### config.mk
export PLATFORM = sky130hd
export DESIGN_NAME = max_norm_multi_index_enumerator
export DESIGN_NICKNAME = d
export VERILOG_FILES = /design/src/sv/mnme_pkg.sv /design/src/sv/max_norm_multi_index_enumerator.sv /design/src/sv/mnme_cell.sv /design/src/sv/mnme_div.sv
export SDC_FILE = /design/constraint.sdc
export NUM_CORES = 2
export LEC_CHECK = 0
export ABC_AREA = 1
export BUFFER_PORTS_ARGS = -buffer_cell sky130_fd_sc_hd__buf_2
export CAP_MARGIN = 10
export CORE_UTILIZATION = 67
export DETAILED_ROUTE_END_ITERATION = 6
export PLACE_DENSITY = 0.86
export SLEW_MARGIN = 20
export SYNTH_ARGS = -nofsm -noshare
export SYNTH_HDL_FRONTEND = slang
export SYNTH_SLANG_ARGS = --single-unit
### constraint.sdc
create_clock -name aclk -period 26.6 [get_ports aclk]
set_input_delay 2.66 -clock aclk [delete_from_list [all_inputs] [get_ports aclk]]
set_output_delay 2.66 -clock aclk [all_outputs]
set_load 0.02 [all_outputs]
### src/sv/mnme_pkg.sv
// Shared types, sizes and count saturation for the max-norm multi-index enumerator.
`default_nettype none

package mnme_pkg;

    localparam int MAX_DIMS    = 4;
    localparam int COMP_WIDTH  = 10;
    localparam int INDEX_WIDTH = 32;
    // Counts saturate at 2^INDEX_WIDTH: anything that large exceeds every index.
    localparam int CNT_WIDTH   = INDEX_WIDTH + 1;
    localparam int PROD_WIDTH  = CNT_WIDTH + COMP_WIDTH + 1;

    typedef logic [COMP_WIDTH-1:0] comp_t;
    typedef logic [CNT_WIDTH-1:0]  cnt_t;

    // Partial counts passed along the cell row.
    typedef struct packed {
        cnt_t p;    // completions of the lower digits
        cnt_t d;    // completions that hold a digit equal to the stratum
    } link_t;

    localparam cnt_t CNT_SAT = {1'b1, {INDEX_WIDTH{1'b0}}};

    function automatic cnt_t sat_cnt(input logic [PROD_WIDTH-1:0] x);
        cnt_t r;
        if (|x[PROD_WIDTH-1:INDEX_WIDTH]) begin
            r = CNT_SAT;
        end else begin
            r = {1'b0, x[INDEX_WIDTH-1:0]};
        end
        return r;
    endfunction

endpackage

`default_nettype wire

### src/sv/max_norm_multi_index_enumerator.sv
// Max-norm multi-index enumerator: maps an enumeration position to its multi-index.
// One request at a time. A request runs a count pass over the cell row to check for
// exhaustion, a binary search for the stratum and a final pass, then a digit step per
// active direction (divider: one quotient bit a cycle), then the output step.
// A waiting result does not block the next request; a new result waits in ST_OUT.
// Reset (aresetn low, synchronous): idle, no result held, active_dims = 4, bounds = 1023.
`default_nettype none

module max_norm_multi_index_enumerator
    import mnme_pkg::*;
(
    input  wire logic                   aclk,
    input  wire logic                   aresetn,
    // configuration writes
    input  wire logic                   cfg_valid,
    output logic                        cfg_ready,
    input  wire logic [2:0]             cfg_index,
    input  wire logic [COMP_WIDTH-1:0]  cfg_data,
    // requests: [31:0] target_index
    input  wire logic                   s_tvalid,
    output logic                        s_tready,
    input  wire logic [INDEX_WIDTH-1:0] s_tdata,
    // results: [9:0] comp_0, [19:10] comp_1, [29:20] comp_2, [39:30] comp_3,
    //          [49:40] stratum, [55:50] zero
    output logic                        m_tvalid,
    input  wire logic                   m_tready,
    output logic [55:0]                 m_tdata,
    // results: [0] exhausted
    output logic                        m_tuser
);

    localparam int TDATA_W = 56;
    localparam int DIM_W   = $clog2(MAX_DIMS + 1);
    localparam int K_W     = $clog2(MAX_DIMS);
    localparam int CNTR_W  = $clog2(MAX_DIMS + 1);

    // register map
    localparam logic [2:0] REG_ACTIVE_DIMS   = 3'd0;
    localparam logic [2:0] REG_UPPER_BOUND_0 = 3'd1;
    localparam logic [2:0] REG_UPPER_BOUND_1 = 3'd2;
    localparam logic [2:0] REG_UPPER_BOUND_2 = 3'd3;
    localparam logic [2:0] REG_UPPER_BOUND_3 = 3'd4;

    // CHECK: count up to the largest bound (exhaustion test)
    // SEARCH: binary search for the stratum, FINAL: counts at the found stratum
    // DIGIT/DIV: peel off digits from the top direction down
    typedef enum logic [6:0] {
        ST_IDLE   = 7'b0000001,
        ST_CHECK  = 7'b0000010,
        ST_SEARCH = 7'b0000100,
        ST_FINAL  = 7'b0001000,
        ST_DIGIT  = 7'b0010000,
        ST_DIV    = 7'b0100000,
        ST_OUT    = 7'b1000000
    } state_t;

    // ---------------- configuration ----------------
    logic [2:0] active_dims_reg;
    comp_t      ub_reg [MAX_DIMS];

    assign cfg_ready = 1'b1;

    always_ff @(posedge aclk) begin
        if (!aresetn) begin
            active_dims_reg <= 3'd4;
            for (int j = 0; j < MAX_DIMS; j++) begin
                ub_reg[j] <= '1;
            end
        end else if (cfg_valid) begin
            unique case (cfg_index)
                REG_ACTIVE_DIMS:   active_dims_reg <= cfg_data[2:0];
                REG_UPPER_BOUND_0: ub_reg[0] <= cfg_data;
                REG_UPPER_BOUND_1: ub_reg[1] <= cfg_data;
                REG_UPPER_BOUND_2: ub_reg[2] <= cfg_data;
                REG_UPPER_BOUND_3: ub_reg[3] <= cfg_data;
                default: ;  // writes past the last bound are dropped
            endcase
        end
    end

    // directions in use: zero acts as one, clamp at MAX_DIMS
    logic [DIM_W-1:0] d_use;
    comp_t            top;

    always_comb begin
        if (active_dims_reg == '0) begin
            d_use = DIM_W'(1);
        end else if (DIM_W'(active_dims_reg) > DIM_W'(MAX_DIMS)) begin
            d_use = DIM_W'(MAX_DIMS);
        end else begin
            d_use = DIM_W'(active_dims_reg);
        end
        top = '0;
        for (int j = 0; j < MAX_DIMS; j++) begin
            if (DIM_W'(j) < d_use && ub_reg[j] > top) begin
                top = ub_reg[j];
            end
        end
    end

    // ---------------- control and datapath registers ----------------
    state_t                 state_reg, state_next;
    logic [CNTR_W-1:0]      cnt_reg, cnt_next;
    logic [INDEX_WIDTH-1:0] t_reg, t_next;
    comp_t                  s_reg, s_next;
    comp_t                  lo_reg, lo_next;
    comp_t                  hi_reg, hi_next;
    logic [INDEX_WIDTH-1:0] base_reg, base_next;
    logic [INDEX_WIDTH-1:0] r_reg, r_next;
    logic [K_W-1:0]         k_reg, k_next;
    logic                   hit_reg, hit_next;
    logic                   exh_reg, exh_next;
    comp_t                  comp_reg [MAX_DIMS];
    comp_t                  comp_next [MAX_DIMS];
    logic                   m_tvalid_reg, m_tvalid_next;
    logic [TDATA_W-1:0]     m_tdata_reg, m_tdata_next;
    logic                   m_tuser_reg, m_tuser_next;

    // ---------------- cell row ----------------
    // Every cell sees the trial stratum in s_reg; the counts ripple one cell per
    // cycle, one register per cell.
    link_t link_in_w  [MAX_DIMS];
    link_t link_out_w [MAX_DIMS];
    cnt_t  span_w     [MAX_DIMS];

    assign link_in_w[0] = '{p: cnt_t'(1), d: '0};

    for (genvar j = 0; j < MAX_DIMS; j++) begin : g_cell
        if (j > 0) begin : g_link
            assign link_in_w[j] = link_out_w[j-1];
        end
        mnme_cell u_cell (
            .aclk     (aclk),
            .active   (DIM_W'(j) < d_use),
            .stratum  (s_reg),
            .bound    (ub_reg[j]),
            .link_in  (link_in_w[j]),
            .link_out (link_out_w[j]),
            .span     (span_w[j])
        );
    end

    // ---------------- shared divider ----------------
    logic                   div_start;
    cnt_t                   div_divisor;
    logic                   div_done;
    comp_t                  div_quot;
    logic [INDEX_WIDTH-1:0] div_rem;

    mnme_div u_div (
        .aclk     (aclk),
        .aresetn  (aresetn),
        .start    (div_start),
        .dividend (r_reg),
        .divisor  (div_divisor),
        .done     (div_done),
        .quot     (div_quot),
        .rem      (div_rem)
    );

    // ---------------- next state ----------------
    cnt_t                 cum;
    logic                 run_done;
    logic                 cum_gt;
    comp_t                nlo, nhi;
    logic [COMP_WIDTH:0]  mid_sum;
    cnt_t                 span_k;
    link_t                link_k;

    always_comb begin
        cum      = link_out_w[MAX_DIMS-1].p;
        run_done = (cnt_reg == CNTR_W'(MAX_DIMS));
        cum_gt   = (cum > {1'b0, t_reg});
        nlo      = cum_gt ? lo_reg : s_reg + 1'b1;
        nhi      = cum_gt ? s_reg : hi_reg;
        mid_sum  = {1'b0, nlo} + {1'b0, nhi};
        span_k   = span_w[k_reg];
        link_k   = link_in_w[k_reg];

        state_next    = state_reg;
        cnt_next      = cnt_reg;
        t_next        = t_reg;
        s_next        = s_reg;
        lo_next       = lo_reg;
        hi_next       = hi_reg;
        base_next     = base_reg;
        r_next        = r_reg;
        k_next        = k_reg;
        hit_next      = hit_reg;
        exh_next      = exh_reg;
        comp_next     = comp_reg;
        m_tdata_next  = m_tdata_reg;
        m_tuser_next  = m_tuser_reg;
        m_tvalid_next = m_tvalid_reg && !m_tready;
        div_start     = 1'b0;
        div_divisor   = link_k.d;

        unique case (state_reg)
            ST_IDLE: begin
                if (s_tvalid) begin
                    t_next     = s_tdata;
                    s_next     = top;
                    cnt_next   = '0;
                    exh_next   = 1'b0;
                    for (int j = 0; j < MAX_DIMS; j++) begin
                        comp_next[j] = '0;
                    end
                    state_next = ST_CHECK;
                end
            end
            ST_CHECK: begin
                if (run_done) begin
                    cnt_next = '0;
                    if (!cum_gt) begin
                        // target beyond the whole bounded set
                        exh_next   = 1'b1;
                        state_next = ST_OUT;
                    end else begin
                        lo_next   = '0;
                        hi_next   = s_reg;
                        base_next = '0;
                        if (s_reg != '0) begin
                            s_next     = s_reg >> 1;
                            state_next = ST_SEARCH;
                        end else begin
                            state_next = ST_FINAL;
                        end
                    end
                end else begin
                    cnt_next = cnt_reg + 1'b1;
                end
            end
            ST_SEARCH: begin
                if (run_done) begin
                    cnt_next = '0;
                    lo_next  = nlo;
                    hi_next  = nhi;
                    // count below lo is the count at the last failed trial
                    if (!cum_gt) begin
                        base_next = cum[INDEX_WIDTH-1:0];
                    end
                    if (nlo < nhi) begin
                        s_next = mid_sum[COMP_WIDTH:1];
                    end else begin
                        s_next     = nlo;
                        state_next = ST_FINAL;
                    end
                end else begin
                    cnt_next = cnt_reg + 1'b1;
                end
            end
            ST_FINAL: begin
                if (run_done) begin
                    cnt_next   = '0;
                    r_next     = t_reg - base_reg;
                    k_next     = K_W'(d_use - DIM_W'(1));
                    hit_next   = 1'b0;
                    state_next = ST_DIGIT;
                end else begin
                    cnt_next = cnt_reg + 1'b1;
                end
            end
            ST_DIGIT: begin
                if (hit_reg) begin
                    div_start   = 1'b1;
                    div_divisor = link_k.p;
                    state_next  = ST_DIV;
                end else if ({1'b0, r_reg} < span_k) begin
                    div_start   = 1'b1;
                    div_divisor = link_k.d;
                    state_next  = ST_DIV;
                end else begin
                    // this direction carries the stratum value
                    comp_next[k_reg] = s_reg;
                    r_next           = r_reg - span_k[INDEX_WIDTH-1:0];
                    hit_next         = 1'b1;
                    if (k_reg == '0) begin
                        state_next = ST_OUT;
                    end else begin
                        k_next = k_reg - 1'b1;
                    end
                end
            end
            ST_DIV: begin
                if (div_done) begin
                    comp_next[k_reg] = div_quot;
                    r_next           = div_rem;
                    if (k_reg == '0) begin
                        state_next = ST_OUT;
                    end else begin
                        k_next     = k_reg - 1'b1;
                        state_next = ST_DIGIT;
                    end
                end
            end
            ST_OUT: begin
                if (!m_tvalid_reg || m_tready) begin
                    m_tdata_next = '0;
                    if (!exh_reg) begin
                        for (int j = 0; j < MAX_DIMS; j++) begin
                            m_tdata_next[j*COMP_WIDTH +: COMP_WIDTH] = comp_reg[j];
                        end
                        m_tdata_next[MAX_DIMS*COMP_WIDTH +: COMP_WIDTH] = s_reg;
                    end
                    m_tuser_next  = exh_reg;
                    m_tvalid_next = 1'b1;
                    state_next    = ST_IDLE;
                end
            end
            default: begin
                state_next = ST_IDLE;
            end
        endcase
    end

    always_ff @(posedge aclk) begin
        if (!aresetn) begin
            state_reg    <= ST_IDLE;
            cnt_reg      <= '0;
            m_tvalid_reg <= 1'b0;
        end else begin
            state_reg    <= state_next;
            cnt_reg      <= cnt_next;
            m_tvalid_reg <= m_tvalid_next;
        end
    end

    always_ff @(posedge aclk) begin
        t_reg       <= t_next;
        s_reg       <= s_next;
        lo_reg      <= lo_next;
        hi_reg      <= hi_next;
        base_reg    <= base_next;
        r_reg       <= r_next;
        k_reg       <= k_next;
        hit_reg     <= hit_next;
        exh_reg     <= exh_next;
        comp_reg    <= comp_next;
        m_tdata_reg <= m_tdata_next;
        m_tuser_reg <= m_tuser_next;
    end

    assign s_tready = (state_reg == ST_IDLE);
    assign m_tvalid = m_tvalid_reg;
    assign m_tdata  = m_tdata_reg;
    assign m_tuser  = m_tuser_reg;

    // ---------------- assertions ----------------
    logic comp_ok;

    always_comb begin
        comp_ok = 1'b1;
        for (int j = 0; j < MAX_DIMS; j++) begin
            if (comp_reg[j] > s_reg) begin
                comp_ok = 1'b0;
            end
        end
    end

    a_exh_zero: assert property (@(posedge aclk) disable iff (!aresetn)
        (m_tvalid && m_tuser) |-> (m_tdata == '0))
        else $error("exhausted result carries nonzero data");

    a_comp_in_stratum: assert property (@(posedge aclk) disable iff (!aresetn)
        (state_reg == ST_OUT && !exh_reg) |-> comp_ok)
        else $error("component above its stratum");

    a_search_window: assert property (@(posedge aclk) disable iff (!aresetn)
        (state_reg == ST_SEARCH) |-> (lo_reg <= s_reg && s_reg < hi_reg))
        else $error("search trial outside its window");

    a_div_owner: assert property (@(posedge aclk) disable iff (!aresetn)
        div_done |-> (state_reg == ST_DIV))
        else $error("divider finished outside a digit step");

    a_busy_after_accept: assert property (@(posedge aclk) disable iff (!aresetn)
        (s_tvalid && s_tready) |=> !s_tready)
        else $error("request taken while one is in work");

endmodule

`default_nettype wire

### src/sv/mnme_cell.sv
// One direction of the counting row: clips its bound and extends the partial counts.
`default_nettype none

module mnme_cell
    import mnme_pkg::*;
(
    input  wire logic  aclk,
    input  wire logic  active,
    input  wire comp_t stratum,
    input  wire comp_t bound,
    input  wire link_t link_in,
    output link_t      link_out,
    output cnt_t       span
);

    comp_t                 m;
    logic                  at_top;
    logic [COMP_WIDTH:0]   mult_p;
    logic [COMP_WIDTH:0]   mult_a;
    logic [PROD_WIDTH-1:0] prod_p;
    logic [PROD_WIDTH-1:0] prod_a;
    logic [PROD_WIDTH-1:0] sum_d;
    cnt_t                  span_c;
    link_t                 link_reg;
    link_t                 link_next;
    cnt_t                  span_reg;

    always_comb begin
        at_top = (bound >= stratum);
        m      = at_top ? stratum : bound;
        mult_p = {1'b0, m} + 1'b1;
        // a digit equal to the stratum is counted apart
        mult_a = at_top ? {1'b0, m} : mult_p;
        prod_p = PROD_WIDTH'(link_in.p) * PROD_WIDTH'(mult_p);
        prod_a = PROD_WIDTH'(link_in.d) * PROD_WIDTH'(mult_a);
        span_c = sat_cnt(prod_a);
        sum_d  = PROD_WIDTH'(span_c) + (at_top ? PROD_WIDTH'(link_in.p) : '0);
        if (active) begin
            link_next.p = sat_cnt(prod_p);
            link_next.d = sat_cnt(sum_d);
        end else begin
            link_next = link_in;
        end
    end

    always_ff @(posedge aclk) begin
        link_reg <= link_next;
        span_reg <= span_c;
    end

    assign link_out = link_reg;
    assign span     = span_reg;

endmodule

`default_nettype wire

### src/sv/mnme_div.sv
// Restoring divider, one quotient bit per cycle, for quotients below 2^COMP_WIDTH.
`default_nettype none

module mnme_div
    import mnme_pkg::*;
(
    input  wire logic                   aclk,
    input  wire logic                   aresetn,
    input  wire logic                   start,
    input  wire logic [INDEX_WIDTH-1:0] dividend,
    input  wire cnt_t                   divisor,
    output logic                        done,
    output comp_t                       quot,
    output logic [INDEX_WIDTH-1:0]      rem
);

    localparam int SH_WIDTH = CNT_WIDTH + COMP_WIDTH - 1;
    localparam int STEP_W   = $clog2(COMP_WIDTH);

    logic                   busy_reg;
    logic                   done_reg;
    logic [STEP_W-1:0]      step_reg;
    logic [SH_WIDTH-1:0]    sh_reg;
    logic [INDEX_WIDTH-1:0] rem_reg;
    comp_t                  quot_reg;

    always_ff @(posedge aclk) begin
        if (!aresetn) begin
            busy_reg <= 1'b0;
            done_reg <= 1'b0;
        end else begin
            done_reg <= 1'b0;
            if (start) begin
                busy_reg <= 1'b1;
            end else if (busy_reg && step_reg == '0) begin
                busy_reg <= 1'b0;
                done_reg <= 1'b1;
            end
        end
    end

    always_ff @(posedge aclk) begin
        if (start) begin
            sh_reg   <= SH_WIDTH'(divisor) << (COMP_WIDTH - 1);
            rem_reg  <= dividend;
            quot_reg <= '0;
            step_reg <= STEP_W'(COMP_WIDTH - 1);
        end else if (busy_reg) begin
            if (SH_WIDTH'(rem_reg) >= sh_reg) begin
                rem_reg            <= rem_reg - sh_reg[INDEX_WIDTH-1:0];
                quot_reg[step_reg] <= 1'b1;
            end
            sh_reg   <= sh_reg >> 1;
            step_reg <= step_reg - 1'b1;
        end
    end

    assign done = done_reg;
    assign quot = quot_reg;
    assign rem  = rem_reg;

endmodule

`default_nettype wire
* After elaboration in Yosys (flattened, before gate mapping)
Memories as Yosys holds them, arrays and structs flattened.
Index checks and enable logic that the tools add are counted.
** Operators by class
- Add/sub/neg operators :: 16
- Multipliers :: 6
- $lt $le $gt $ge :: 21
- Equal/unequal tests :: 26
- Multiplexer cells :: 137
- Bitwise operators :: 8
- Reductions and logical operators :: 55
** Operators by type and width (count)
- 33-bit 2-to-1 mux :: 17
- 32-bit 2-to-1 mux :: 11
- 66-bit 2-to-1 mux :: 5
- 33-bit by 11-bit multiplier with 44-bit output :: 6
- 10-bit 2-to-1 mux :: 24
- 40-bit 2-to-1 mux :: 4
- 33-bit by 44-bit adder with 44-bit output :: 3
- 66-bit binary-select mux with 2-bit select :: 1
- 40-bit case mux with 3 select lines :: 1
- 12-bit OR reduction :: 9
- 32-bit case mux with 3 select lines :: 1
- 32-bit subtractor :: 3
- 42-bit 2-to-1 mux :: 2
- 7-bit 2-to-1 mux :: 12
- 40-bit bitwise mux :: 2
- 33-bit binary-select mux with 2-bit select :: 1
- 32-bit case mux with 2 select lines :: 1
- 7-bit case mux with 7 select lines :: 1
- 10-bit by 1-bit adder with 11-bit output, second input constant :: 4
- 32-bit by 42-bit greater-or-equal comparator with 1-bit output :: 1
- 10-bit greater-or-equal comparator :: 4
- 33-bit by 32-bit greater-than comparator with 1-bit output :: 1
- 32-bit by 33-bit < comparator with 1-bit output :: 1
- 1-bit 2-to-1 mux :: 33
- 61 further kinds :: 121
** Word-level totals
- Register bits after elaboration :: 655
- Bits in writable memories :: 40
- Input port bits :: 50
- Output and inout port bits :: 60
- Logic and storage cells :: 308
- Memories :: 1
** Memories
- ub_reg :: words 4, width 10, rd ports 4, clocked after memory_dff 0, write ports 4, RTL line max_norm_multi_index_enumerator.sv:59 : comp_t ub_reg [MAX_DIMS];

* Longest topological paths before layout
- Depth after elaboration :: 17
- Depth in mapped cells :: 48
- Depth with buffers taken out :: 48

* Hierarchy
A second synthesis with hierarchy kept.
** Unflattened totals
- Cell total of the unflattened synthesis :: 19229
- Area, all modules :: 141999.9 µm²
** Modules (own cells, without submodules)
- mnme_cell (g_cell[2].u_cell) :: times used 1, cells an instance 4002, area an instance 29281.8 µm², sequential area each 1981.9 µm²
- mnme_cell (g_cell[0].u_cell) :: times used 1, cells an instance 3982, area an instance 29032.8 µm², sequential area each 1981.9 µm²
- mnme_cell (g_cell[1].u_cell) :: times used 1, cells an instance 4002, area an instance 28956.5 µm², sequential area each 1981.9 µm²
- mnme_cell (g_cell[3].u_cell) :: times used 1, cells an instance 3983, area an instance 28899.0 µm², sequential area each 1981.9 µm²
- max_norm_multi_index_enumerator :: times used 1, cells an instance 2483, area an instance 20066.7 µm², sequential area each 8117.8 µm²
- mnme_div :: times used 1, cells an instance 777, area an instance 5763.0 µm², sequential area each 2452.4 µm²

* Worst setup path before layout
OpenSTA, ideal clock, no wires.
- Path kind :: register to register
- Start point :: register k_reg[0]
- End point :: register comp_reg[0] (netlist bit) (enable)
- Setup time :: 0.652 ns
- Arrival time :: 9.620 ns
- Required time :: 25.948 ns
- Setup slack :: 16.329 ns
- Stages on the path, launching flop included :: 20
- Buffers on the path :: 5
- Period minus slack after synthesis :: 10.271 ns
- Cells stage by stage :: edfxtp_1 -> clkbuf_1 -> nand2_2 -> inv_1 -> clkbuf_1 -> buf_1 -> buf_1 -> a22oi_1 -> ha_1 -> nand2_1 -> nor2_1 -> inv_1 -> nor4_1 -> nand3_1 -> nand3_1 -> nand2_1 -> nand2_2 -> inv_2 -> buf_2 -> a2111oi_0
** Between the ends
- Word-level cells in the longest chain between the ends :: 7
** RTL lines
- start, declared :: RTL line max_norm_multi_index_enumerator.sv:110 : logic [K_W-1:0] k_reg, k_next;
- start signal, assigned :: RTL line max_norm_multi_index_enumerator.sv:335 : k_reg <= k_next;
- 2-bit NOT with 3-bit output (not written as such) :: RTL line max_norm_multi_index_enumerator.sv:177 : span_k = span_w[k_reg];
- 33-bit binary-select mux with 2-bit select :: RTL line max_norm_multi_index_enumerator.sv:177
- 33-bit 2-to-1 mux (not written as such) (2 in series) :: RTL line max_norm_multi_index_enumerator.sv:177
- 32-bit by 33-bit < comparator with 1-bit output :: RTL line max_norm_multi_index_enumerator.sv:268 : end else if ({1'b0, r_reg} < span_k) begin
- 2-bit != test (no source line)
- 5-bit AND reduction (no source line)
- end signal, assigned :: RTL line max_norm_multi_index_enumerator.sv:338 : comp_reg <= comp_next;
- end, declared :: RTL line max_norm_multi_index_enumerator.sv:113 : comp_t comp_reg [MAX_DIMS];
Every way passes these cells. The select of a mux whose other input is x is not followed.
A chain may end at the register's enable or synchronous reset.

* Worst setup path after layout
- Start point :: register s_reg[7]
- End point :: register g_cell[2].u_cell.link_reg, in the netlist g_cell[2].u_cell.link_out[22]
** Between the ends
- Elaborated cells between the ends (all ways) :: 12
- Those cells by class :: 2 x add/sub; 1 x mul; 1 x order compare; 6 x mux; 2 x reduce/logical
** RTL lines
- start, declared :: RTL line max_norm_multi_index_enumerator.sv:105 : comp_t s_reg, s_next;
- start signal, assigned :: RTL line max_norm_multi_index_enumerator.sv:330 : s_reg <= s_next;
- 10-bit greater-or-equal comparator :: RTL line mnme_cell.sv:29 : at_top = (bound >= stratum);
- 10-bit 2-to-1 mux :: RTL line mnme_cell.sv:30 : m = at_top ? stratum : bound;
- 10-bit by 1-bit adder with 11-bit output :: RTL line mnme_cell.sv:31 : mult_p = {1'b0, m} + 1'b1;
- 11-bit 2-to-1 mux (*) :: RTL line mnme_cell.sv:33 : mult_a = at_top ? {1'b0, m} : mult_p;
- 33-bit by 11-bit multiplier with 44-bit output (*) :: RTL line mnme_cell.sv:35 : prod_a = PROD_WIDTH'(link_in.d) * PROD_WIDTH'(mult_a);
- via g_cell[2].u_cell.prod_a[17] :: RTL line mnme_cell.sv:21 : logic [PROD_WIDTH-1:0] prod_a;
- 33-bit 2-to-1 mux (*) :: RTL line mnme_pkg.sv:26 : if (|x[PROD_WIDTH-1:INDEX_WIDTH]) begin
- 33-bit by 44-bit adder with 44-bit output (*) :: RTL line mnme_cell.sv:37 : sum_d = PROD_WIDTH'(span_c) + (at_top ? PROD_WIDTH'(link_in.p) : '0);
- 12-bit OR reduction :: RTL line mnme_pkg.sv:26
- 33-bit 2-to-1 mux (*) :: RTL line mnme_pkg.sv:26
- 66-bit 2-to-1 mux (*) :: RTL line mnme_cell.sv:38 : if (active) begin
- end signal, assigned :: RTL line mnme_cell.sv:47 : link_reg <= link_next;
- end, declared :: RTL line mnme_cell.sv:24 : link_t link_reg;
Mark *: on every way through the listed nets, which the timed path passes. The rest lies on a longest branch.

==> results.toml <==
[placement]
place_area_um2 = 71900
gp_congestion = 1.06
dp_hpwl_um = 194000
numPortBuffers = 102

[global_routing]
grt_pass1_wl_um = 372000
grt_pass1_vias = 64600
antenna_found_initial = 7
grt_max_degree = 76
track_usage_pct = 46.4
grt-ovfl-total = 0

[timing]
slew_headroom_pct = 16.8
tns_ns = 0
fmax_mhz = 84.4
setup_viol = 0
period_needed_ns = 11.85
finalMaxSlewViolations = 0
finalHoldViolCount = 0
tightest_slew_ns = 1.24
min_period_over_period_pct = 44.6
skew_ns = 0.0271
rsz0062_at_grt = "no"

[layout]
largest_reg_flops = 140
drive_above_1_share_pct = 4.59
design_area_um2 = 74300
area_growth_pct = 5.75
nFillCells = 8048
fin_nets = 10400

[logic_synthesis]
synthMuxAreaShare_pct = 0
syn_avg_cell_area_um2 = 7.92
synth_seq_area_share_pct = 21.0
synth_area_leaders = "fa_1 25%, edfxtp_1 14%, ha_1 11%"
synth_warnings = 0
synthSimpleGateAreaFrac_pct = 19.1
synth_compound_area_share_pct = 10.7
netlist_instances = 8874
synth_cell_type_count = 69
synth_top_family_by_area = "adder cells"
syn_area_um2 = 70300
synth_top_cell_by_area = "fa_1"
async_reset_ff_share_pct = 0
synth-edff-count = 326
ys_ff_latch = 574
synth_xor_area_share_pct = 2.11
synth_ff_type = "edfxtp_1"
yosysTopAreaCellShare_pct = 24.8
synthAdderAreaFrac_pct = 36.1

[route]
ant_nets = 0
vias_per_cell = 6.23
routed_wl_um = 246000
initialDrtViolationCount = 7997
wire_per_inst_um = 23.9
drtPass1Iterations = 7
via_count = 64100
drc = 20

[min_path]
hp-class = "flop to flop"
hold_depth = 2

[cts]
cts_setup_buffers = 0
htreeDepth = 3
cts_sinks = 574
path_clk_slew_ns = 0.06
cts-resized-gates = 0
cts_tree = "built"
cts_made_buffers = 68
clock_latency_ns = 0.67
clockBufferDepth = 3
root_buffer = "clkbuf_16"
hold_buffers = 0

[run_status]
violations = "DRC"
status = "finished, violations left"

[floorplan]
fp.dieH_um = 326
io_pins = 110
die_w_um = 326
core_um2 = 104000
initial_core_util_pct = 67.7
dieArea_um2 = 106000
num_rows = 118

[setup_path]
path_max_fanout = 48
end_kind = "flop"
reg2regPathDepth = 43
worst_setup_path_start_kind = "flop"
worst-setup-path-type = "flop to flop"
crit_arrival_ns = 12.40
crit_path_max_incr_delay_ns = 0.72
cp_data_required_time_ns = 27.15
critPathSlowestCell = "nand2_1"

[job]
max_cap_viol_count = 0
Yosys cell counts (11+ instances only):
cell and number:
buf_2 42, o21ai_0 434, xnor2_1 59, clkinv_1 26
o211ai_1 37, fa_1 869, or2_2 51, nor3_1 50
nor2_1 1019, a211oi_1 11, nor4_1 25, nand2_1 1715
a21oi_1 452, nand3b_1 12, nand3_1 276, o21a_1 22
edfxtp_1 326, ha_1 637, a21o_1 34, buf_4 12
o22ai_1 108, dfxtp_1 248, nor2_2 14, a21boi_0 18
a22oi_1 24, o21ai_1 13, o221ai_1 29, buf_1 44
xor2_1 107, inv_2 17, nand4_1 85, inv_1 1715
a31oi_1 46, o21bai_1 34, clkbuf_1 163, nand2_2 18
placed cells by master, fill, tap and decap left out, types with 19 or more instances in the layout:
cell type	n
xnor2_1	59
a31oi_1	45
xor2_1	106
o21ai_0	434
edfxtp_1	326
nand2_2	19
clkinv_1	32
o21a_1	22
nand4_1	85
nand3_1	275
nand2_1	1714
fa_1	869
clkbuf_16	71
a22oi_1	24
or2_2	51
o22ai_1	108
o211ai_1	37
o221ai_1	29
nor4_1	25
buf_4	64
a21o_1	34
nor2_1	1014
nor3_1	49
dfxtp_1	247
ha_1	637
o21bai_1	34
inv_1	1713
buf_2	102
a21oi_1	452
cell families (layout without fill, tap and decap cells):
| family | after synthesis | count (layout) |
|---|---|---|
| and+or+nand+nor | 3289 | 3289 |
| buffers and inverters | 2025 | 2050 |
| adders and majority gates | 1506 | 1506 |
| AOI/OAI and AO/OA | 1311 | 1311 |
| DFF | 574 | 574 |
| xor gates and xnor gates | 167 | 167 |
| other | 2 | 9 |
critical path: cells and delay by family, from the launching register on:
family / cells / cell delay [ns]
AND/OR/NAND/NOR: 15 / 2.69
buffers and inverters: 8 / 1.92
flip-flops: 1 / 0.43
XOR/XNOR: 1 / 0.22
adder cells (fa/ha/maj): 9 / 4.03
AO/OA/AOI/OAI: 10 / 2.36
per-stage QoR:
| step | hold WS (ns) | utilization (%) | std cells | setup slack [ns] |
|---|---|---|---|---|
| final | 0.474 | 71.6 | 10300 | 14.75 |
| after global routing | 0.504 | 71.6 | 10300 | 14.17 |
| after CTS | 0.474 | 71.6 | 10300 | 15.09 |
| after detailed placement | 0.461 | 69.3 | 10200 | 15.16 |
| after global placement | 0.450 | 69.3 | 10200 | 15.27 |
| after floorplan | 0.424 | - | 8879 | 16.33 |
routing by layer:
metal / GRT usage (%) / share of wire [%] / vias up
li1: - / - / 28000
met1: 57.0 / 35 / 30400
met2: 70.3 / 43 / 4478
met3: 14.5 / 13 / 1197
met4: 31.1 / 8.5 / 12
met5: 0 / 0.042 / -
path summary, 6_finish.rpt:
kind                                    from                                  endpoint  slack (ns)
max reg2reg               s_reg[7]$_DFFE_PP_  g_cell[2].u_cell.link_out[22]$_SDFF_PP0_       14.75
min reg2reg  active_dims_reg[0]$_SDFFE_PN0P_           active_dims_reg[0]$_SDFFE_PN0P_        0.47
max                       s_reg[7]$_DFFE_PP_  g_cell[2].u_cell.link_out[22]$_SDFF_PP0_       14.75
min          active_dims_reg[0]$_SDFFE_PN0P_           active_dims_reg[0]$_SDFFE_PN0P_        0.47
area by class of cell:
| type | instances | area [µm²] | area share [%] |
|---|---|---|---|
| Antenna cell | 2 | 5.00 | 0.00674 |
| Timing Repair Buffer | 166 | 991 | 1.33 |
| Sequential cell | 574 | 14800 | 19.9 |
| Multi-Input combinational cell | 6280 | 47900 | 64.5 |
| Tap cell | 1380 | 1730 | 2.32 |
| Clock inverter | 32 | 418 | 0.562 |
| Inverter | 1758 | 6600 | 8.88 |
| Clock buffer | 94 | 1920 | 2.58 |
Power is left out: the tool's default activity adds up to more than one toggle a clock period on the data nets, which glitch-free logic cannot reach.
